File: src/design/rtc3w_pkg.sv
// Shared types, constants and helpers for the three-wire clock-chip register master.
`default_nettype none
package rtc3w_pkg;

  localparam logic [7:0] CMD_WRITE  = 8'h80;
  localparam logic [7:0] CMD_READ   = 8'h81;
  localparam int unsigned CMD_BITS  = 8;
  localparam int unsigned DATA_BITS = 16;
  localparam int unsigned CNT_W     = $clog2(DATA_BITS);
  localparam logic [6:0] DEC_MAX    = 7'd99;

  typedef enum logic [1:0] {
    MODE_TICK  = 2'd0,
    MODE_WRITE = 2'd1,
    MODE_READ  = 2'd2,
    MODE_NOP   = 2'd3
  } mode_e;

  typedef struct packed {
    mode_e      mode;
    logic [4:0] reg_index;
    logic [6:0] value_dec;
    logic       data_pin;
  } in_item_t;

  typedef struct packed {
    logic       chip_enable;
    logic       serial_clock;
    logic       data_out;
    logic       data_drive;
    logic [7:0] read_byte;
    logic       read_valid;
    logic       busy_res;
    logic       start_rejected;
  } out_item_t;

  // Saturate to 99 and split into two BCD digits; tens = (v * 103) >> 10 holds for v <= 99.
  function automatic logic [7:0] to_bcd(input logic [6:0] v);
    logic [6:0]  sat;
    logic [13:0] prod;
    logic [3:0]  tens;
    logic [6:0]  ones;
    sat  = (v > DEC_MAX) ? DEC_MAX : v;
    prod = {7'd0, sat} * 14'd103;
    tens = prod[13:10];
    ones = sat - 7'({3'd0, tens} * 7'd10);
    return {tens, ones[3:0]};
  endfunction

endpackage
`default_nettype wire

File: src/design/three_wire_rtc_register_access.sv
// Top level: three-wire serial master that sequences clock-chip register writes and reads.
//
//  channel | direction | handshake                | payload
//  --------+-----------+--------------------------+----------------------------
//  in      | input     | in_valid_i / in_ready_o  | in_data_i  (in_item_t)
//  out     | output    | out_valid_o / out_ready_i| out_data_o (out_item_t)
//
// Every item yields one result item, registered when the item is accepted.
// One item is accepted per cycle unless the output stalls; the sequencer state and the result register
// advance together, so throughput is set by the single output register.
// A stalled output holds the result; the input is taken again once it drains.
// Reset clears the sequencer to idle and empties the output register.
`default_nettype none
module three_wire_rtc_register_access
  import rtc3w_pkg::*;
(
  input  wire logic      clk_i,
  input  wire logic      rst_ni,
  input  wire logic      in_valid_i,
  output logic           in_ready_o,
  input  wire in_item_t  in_data_i,
  output logic           out_valid_o,
  input  wire logic      out_ready_i,
  output out_item_t      out_data_o
);

  logic              busy_q, busy_d;
  logic [CNT_W-1:0]  cnt_q, cnt_d;
  logic              half_q, half_d;
  logic [15:0]       oshift_q, oshift_d;
  logic [7:0]        ishift_q, ishift_d;
  logic              is_read_q, is_read_d;
  logic              out_valid_q;
  out_item_t         out_q, res_d;
  logic              accept;
  logic              rejected;
  logic              done_read;
  logic              listen_d;

  assign in_ready_o  = !out_valid_q || out_ready_i;
  assign accept      = in_valid_i && in_ready_o;
  assign out_valid_o = out_valid_q;
  assign out_data_o  = out_q;

  // Sequencer next state
  always_comb begin
    busy_d    = busy_q;
    cnt_d     = cnt_q;
    half_d    = half_q;
    oshift_d  = oshift_q;
    ishift_d  = ishift_q;
    is_read_d = is_read_q;
    rejected  = 1'b0;
    done_read = 1'b0;
    unique case (in_data_i.mode)
      MODE_WRITE, MODE_READ: begin
        if (busy_q) begin
          rejected = 1'b1;
        end else begin
          busy_d   = 1'b1;
          cnt_d    = '0;
          half_d   = 1'b0;
          ishift_d = '0;
          if (in_data_i.mode == MODE_WRITE) begin
            is_read_d = 1'b0;
            oshift_d  = {to_bcd(in_data_i.value_dec), CMD_WRITE | {2'b00, in_data_i.reg_index, 1'b0}};
          end else begin
            is_read_d = 1'b1;
            oshift_d  = {8'h00, CMD_READ | {2'b00, in_data_i.reg_index, 1'b0}};
          end
        end
      end
      MODE_TICK: begin
        if (busy_q) begin
          if (!half_q) begin
            // sample on the rising clock of each data bit
            if (is_read_q && cnt_q[CNT_W-1]) begin
              ishift_d[cnt_q[2:0]] = in_data_i.data_pin;
            end
            half_d = 1'b1;
          end else begin
            half_d = 1'b0;
            cnt_d  = cnt_q + 1'b1;
            if (&cnt_q) begin
              done_read = is_read_q;
              busy_d    = 1'b0;
              cnt_d     = '0;
            end
          end
        end
      end
      MODE_NOP: begin
      end
      default: begin
      end
    endcase
  end

  // Pin levels after the item
  assign listen_d = is_read_d && cnt_d[CNT_W-1];

  always_comb begin
    res_d                = '0;
    res_d.chip_enable    = busy_d;
    res_d.serial_clock   = busy_d && half_d;
    res_d.data_out       = busy_d && !listen_d && oshift_d[cnt_d];
    res_d.data_drive     = busy_d && !listen_d;
    res_d.read_byte      = done_read ? ishift_d : 8'h00;
    res_d.read_valid     = done_read;
    res_d.busy_res       = busy_d;
    res_d.start_rejected = rejected;
  end

  always_ff @(posedge clk_i or negedge rst_ni) begin
    if (!rst_ni) begin
      busy_q      <= 1'b0;
      cnt_q       <= '0;
      half_q      <= 1'b0;
      oshift_q    <= '0;
      ishift_q    <= '0;
      is_read_q   <= 1'b0;
      out_valid_q <= 1'b0;
    end else begin
      if (accept) begin
        busy_q    <= busy_d;
        cnt_q     <= cnt_d;
        half_q    <= half_d;
        oshift_q  <= oshift_d;
        ishift_q  <= ishift_d;
        is_read_q <= is_read_d;
      end
      if (accept) begin
        out_valid_q <= 1'b1;
      end else if (out_ready_i) begin
        out_valid_q <= 1'b0;
      end
    end
  end

  always_ff @(posedge clk_i) begin
    if (accept) begin
      out_q <= res_d;
    end
  end

`ifndef SYNTH
  a_ce_tracks_busy: assert property (@(posedge clk_i) disable iff (!rst_ni)
    out_valid_o |-> (out_data_o.chip_enable == out_data_o.busy_res))
    else $error("chip enable differs from busy");

  a_read_ends_idle: assert property (@(posedge clk_i) disable iff (!rst_ni)
    (out_valid_o && out_data_o.read_valid) |-> (!out_data_o.busy_res && !busy_q))
    else $error("read completed while still busy");

  a_start_goes_busy: assert property (@(posedge clk_i) disable iff (!rst_ni)
    (accept && !busy_q && (in_data_i.mode == MODE_WRITE || in_data_i.mode == MODE_READ))
    |=> (busy_q && out_data_o.busy_res && !out_data_o.start_rejected))
    else $error("start from idle did not begin a transaction");

  a_idle_counters_clear: assert property (@(posedge clk_i) disable iff (!rst_ni)
    !busy_q |-> (cnt_q == '0 && !half_q))
    else $error("bit counter or half period left set while idle");
`endif

endmodule
`default_nettype wire
File: config.mk
export PLATFORM = sky130hd
export DESIGN_NAME = three_wire_rtc_register_access
export DESIGN_NICKNAME = d
export VERILOG_FILES = /design/src/design/rtc3w_pkg.sv /design/src/design/three_wire_rtc_register_access.sv
export SDC_FILE = /design/constraint.sdc
export NUM_CORES = 1
export LEC_CHECK = 0
export BUFFER_PORTS_ARGS = -buffer_cell sky130_fd_sc_hd__buf_2
export CAP_MARGIN = 20
export CORE_MARGIN = 2
export CORE_UTILIZATION = 60
export DETAILED_ROUTE_END_ITERATION = 16
export GPL_TIMING_DRIVEN = 0
export PLACE_DENSITY_LB_ADDON = 0.1
export SETUP_SLACK_MARGIN = 0.3
export SYNTH_ARGS = -nofsm -noshare
export SYNTH_HDL_FRONTEND = slang
export SYNTH_SLANG_ARGS = --single-unit
File: constraint.sdc
create_clock -name clk_i -period 4.9 [get_ports clk_i]
set_input_delay 0.49 -clock clk_i [delete_from_list [all_inputs] [get_ports clk_i]]
set_output_delay 0.49 -clock clk_i [all_outputs]
set_load 0.01 [all_outputs]
# Word level (Yosys, flattened, before mapping)
# Index checks and enable logic that the tools add are counted.
# totals
ff_bits,46
input_bits,19
word_cells,75
# op_classes
add_sub_neg,2
n_mul,2
n_lt_le_gt_ge,4
n_eq_ne,2
n_mux,37
reduce_logical,14
# ops
op,count
$mux W16,3
$mux W8,4
$mux W1,18
$mux W4,4
$pmux W8 S2,1
$mul A7 B7 Y14 const B,1
$bwmux W8,1
$pmux W4 S2,1
$gt A7 B7 Y1 const B,1
$logic_and A1 B1 Y1,7
$mux W7,1
$lt A4 B5 Y1 const B,1
$add A4 B1 Y4 const B,1
$bmux W1 S4,1
$lt A3 B4 Y1 const B,1
$mul A4 B3 Y3 const B,1
$pmux W1 S2,2
$reduce_and A4 Y1,1
$sub A4 B4 Y4,1
$demux W1 S3,1
$ge A3 B1 Y1 const B,1
$eq A2 B1 Y1 const B,1
$eq A2 B2 Y1 const B,1
$logic_not A1 Y1,2
4 further kinds,4

# Logic depth before layout (Yosys ltp)
# logic_depth
word_depth,11
ltp_mapped,23
depth_no_buf,23

# Least setup slack after synthesis
# No wires, ideal clock.
# synth_timing
path_type,in2reg
from,input port in_data_i[4] (netlist bit)
to,"register out_q (netlist bit out_data_o[12]), data pin"
setup_time_ns,0.264
arrival_ns,5.152
required_time_ns,4.636
setup_slack_ns,-0.517
cell_stages,21
n_path_buf,0
cell_sequence,nor3_1 > nor2_1 > or2_2 > ha_1 > ha_1 > inv_1 > fa_1 > fa_1 > inv_1 > ha_1 > a211oi_2 > o21bai_2 > a221oi_4 > and2b_2 > nor2_1 > xnor2_1 > fa_1 > xnor2_1 > xnor3_1 > o2111ai_1 > a31oi_1
# synth_lines
element,line_no,source
start: declaration,three_wire_rtc_register_access.sv:21,"input wire in_item_t in_data_i,"
end signal: assignment,three_wire_rtc_register_access.sv:142,out_q <= res_d;
end: declaration,three_wire_rtc_register_access.sv:34,"out_item_t out_q, res_d;"

==> flow_metrics.py <==
metrics = {
    "global_routing": {
        "grt_pass1_wl_microns": 13200,
        "antenna_found_initial": 0,
        "grt_pass1_vias": 2883,
        "use_met3": 0.0367,
        "overflow": 0,
        "top_usage_layer": "met2",
        "grt_max_degree": 33,
        "use_met1": 0.332,
        "grt_use_met2": 0.453,
        "track_usage": 0.258,
    },
    "floorplanning": {
        "fp.dieH_microns": 81.2,
        "die-width_microns": 81.2,
        "core_sq_um": 5850,
        "initial_utilization": 0.611,
        "pin_count": 36,
        "die_area_sq_um": 6590,
        "num_rows": 28,
    },
    "detailed_routing": {
        "wl_per_cell_microns": 15.5,
        "wirelength_microns": 7840,
        "ant_nets": 0,
        "first_pass_iters": 5,
        "drt_iter0_markers": 178,
        "vias_per_cell": 5.66,
        "drc": 0,
        "routed-via-count": 2863,
    },
    "synth": {
        "syn_area_sq_um": 3570,
        "synth_cells": 383,
        "synth-edff-count": 14,
        "synth_compound_area_frac": 0.181,
        "synth_xor_area_frac": 0.0186,
        "syn-num-nets": 453,
        "seq_area_frac_synth": 0.342,
        "synth_top_family_by_area": "adder cells",
        "yosys.area.top_type_share": 0.224,
        "synthSimpleGateAreaFrac": 0.173,
        "syn_area_per_cell_sq_um": 9.33,
        "synth_top_cell_by_area": "dfrtp_1",
        "synth_warnings": 0,
        "synthMuxAreaShare": 0.0329,
        "ys_ff_latch": 46,
        "synth_cell_type_count": 59,
        "synthAdderAreaFrac": 0.197,
        "synth_area_leaders": "dfrtp_1, ha_1, edfxtp_1, nand2_1, fa_1",
        "async_flop_share": 0.696,
        "synth_ff_type": "dfrtp_1",
    },
    "critical_path": {
        "critPathCaptureType": "flip-flop",
        "cp-start-kind": "input port",
        "worstSetupPathType": "input port to flip-flop",
        "r2r_slack_ns": 2.33,
        "crit_slowest_cell": "fa_1",
        "critical-path-top-delay-family": "adder cells",
        "critPathArrivalTime_ns": 5.16,
        "critical_path.cell_chain": "buf_6 -> nor3_4 -> nor2_2 -> or2_4 -> ha_4 -> ha_4 -> inv_2 -> fa_1 -> fa_1 -> inv_2 -> ha_4 -> a211oi_2 -> o21bai_2 -> a221oi_4 -> and2b_2 -> nor2_4 -> xnor2_2 -> fa_2 -> xnor2_2 -> xnor3_1 -> o2111ai_1 -> a31oi_1",
        "cp_max_fo": 3,
        "cp.buffers_inverters": 3,
        "worstPathRequired_ns": 4.95,
        "worst_path_most_repeated_cell": "ha_4",
        "cp_slowest_stage_delay_ns": 0.52,
    },
    "clock_tree": {
        "cts-hold-fix-buffers": 0,
        "cts_inserted_buffers": 5,
        "clockBufferDepth": 2,
        "cts_root_buf": "clkbuf_8",
        "ctsHtreeMaxLevel": 2,
        "clock-sinks": 46,
        "cts_tree": "done",
        "clkTransAtPathRegs_ns": 0.09,
        "clk_latency_ns": 0.30,
    },
    "final_layout": {
        "antenna_cells": 0,
        "nets": 500,
        "drive_above_1_share": 0.202,
        "fillers": 463,
        "syn2layout_area_growth_pct": 15.3,
    },
    "sta": {
        "drv_slew": 0,
        "fin_skew_ns": 0.0161,
        "worst_slack_ns": -0.216,
        "grt_setup_unrepaired": "yes",
        "post-route-min-period_ns": 5.12,
        "setup_violations": 1,
        "fin_crit_sh": 1.04,
        "hold_violations": 0,
        "max_slew.worst_pin.slew_ns": 0.787,
        "fmax_ghz": 0.195,
        "relSlewSlack": 0.475,
    },
    "place": {
        "dp_hpwl_microns": 5980,
        "pre_cts_ws_ns": -0.594,
        "io_buffers": 35,
        "place_congestion": 0.873,
    },
    "power_and_ir_drop": {
        "power_density_nw_per_um2": 345,
        "power_mw": 1.42,
        "leakage_nw": 2.01,
        "vdd_ir_drop_max_uv": 355,
    },
    "hold_path": {
        "hp-class": "input port to asynchronous set/reset pin",
    },
    "flow_run": {
        "drv_cap": 0,
    },
    "status": {
        "status": "finished, violations left",
        "violations": "negative setup slack",
    },
}
[worst register-to-register path, stage by stage (launching register included)]
cell and delay (ns):
dfrtp_1 0.41, buf_2 0.17, and2_1 0.22, nand4b_1 0.15
and2_1 0.26, buf_4 0.24, mux4_2 0.31, mux2_2 0.29
o221ai_1 0.19, a31oi_1 0.07
[cells in the mapped netlist, drive strengths merged (5+ instances only)]
| library cell | count |
|---|---|
| nand2 | 64 |
| ha | 42 |
| dfrtp | 32 |
| o21ai | 32 |
| inv | 31 |
| nor2 | 24 |
| edfxtp | 14 |
| a21oi | 11 |
| clkbuf | 11 |
| nand2b | 11 |
| and2 | 10 |
| fa | 9 |
| a21o | 6 |
| a22o | 6 |
| a211oi | 5 |
| mux2i | 5 |
| nand3 | 5 |
[layout by cell type, fill, tap and decap left out, drive strengths merged, types with 4 or more instances in the layout]
cell type  instances
a211oi             5
dfrtp             32
o21ai             32
xnor2              4
ha                42
a21oi             11
o31ai              4
a31oi              4
a22oi              4
buf               44
nand3              5
nor3               4
nor2              24
nand2b            11
fa                 9
inv               32
mux2i              5
clkbuf            18
and2              10
edfxtp            14
a21o               6
nand2             64
nor2b              4
a22o               6
[cell families (layout without fill, tap and decap cells)]
family | count (synthesis) | after routing
mux | 9 | 9
flops | 46 | 46
compound gates | 92 | 92
simple gates | 133 | 133
buf+inv | 46 | 94
fa+ha+maj | 51 | 51
xor+xnor | 6 | 6
[timing repair]
item                       4_1_cts  5_1_grt
resized for setup               11        1
setup endpoints to repair        3        3
pin swaps                        4        0
setup buffers                    5        0
[metrics by stage]
step / setup TNS, ns / area, sq um / util / std cells / hold WS (ns)
after global placement: -0.720 / 3930 / 0.672 / 493 / 0.452
after CTS: -0.207 / 4120 / 0.704 / 506 / 0.272
after floorplan: -0.0859 / 3660 / - / 383 / 0.194
after global routing: -0.623 / 4120 / 0.704 / 506 / 0.290
final: -0.216 / 4120 / 0.704 / 506 / 0.243
after detailed placement: -0.933 / 3930 / 0.672 / 493 / 0.462
[sequential cells by signal (all words and copies together) (netlist names)]
signal,flops
oshift_q,16
ishift_q,8
cnt_q,4
busy_q,1
out_data_o,14
is_read_q,1
half_q,1
out_valid_o,1
[where the power goes]
| group | total, mW | leakage (nW) | internal [mW] | switching (mW) |
|---|---|---|---|---|
| registers | 0.475 | 0.559 | 0.446 | 0.0284 |
| clock network | 0.266 | 0.0539 | 0.132 | 0.133 |
| logic | 0.683 | 1.39 | 0.328 | 0.354 |
[metal layers]
metal,routed length (microns),vias up
li1,-,1443
met1,3540,1356
met2,3970,56
met3,243,8
met4,89,0
met5,0,-
[area by class of cell]
| type | instances | area (sq um) | area share |
|---|---|---|---|
| Tap cell | 75 | 93.8 | 0.0228 |
| Clock inverter | 1 | 6.26 | 0.00152 |
| Clock buffer | 7 | 97.6 | 0.0237 |
| Multi-Input combinational cell | 291 | 2280 | 0.553 |
| Timing Repair Buffer | 40 | 225 | 0.0547 |
| Sequential cell | 46 | 1220 | 0.296 |
| Buffer | 15 | 82.6 | 0.0200 |
| Inverter | 31 | 116 | 0.0282 |
[worst paths after layout]
path	startpoint	cells past startpoint	endpoint
max in group asynchronous	rst_ni	1	oshift_q[15]$_DFFE_PN0P_
min reg2reg	oshift_q[9]$_DFFE_PN0P_	2	oshift_q[9]$_DFFE_PN0P_
min	rst_ni	1	ishift_q[7]$_DFFE_PN0P_
min in group clk_i	in_data_i[12]	3	oshift_q[5]$_DFFE_PN0P_
max	in_data_i[3]	22	out_data_o[12]$_DFFE_PP_
max reg2reg	busy_q$_DFFE_PN0P_	9	out_data_o[12]$_DFFE_PP_
No activity file was read; power rests on OpenSTA's default activity.
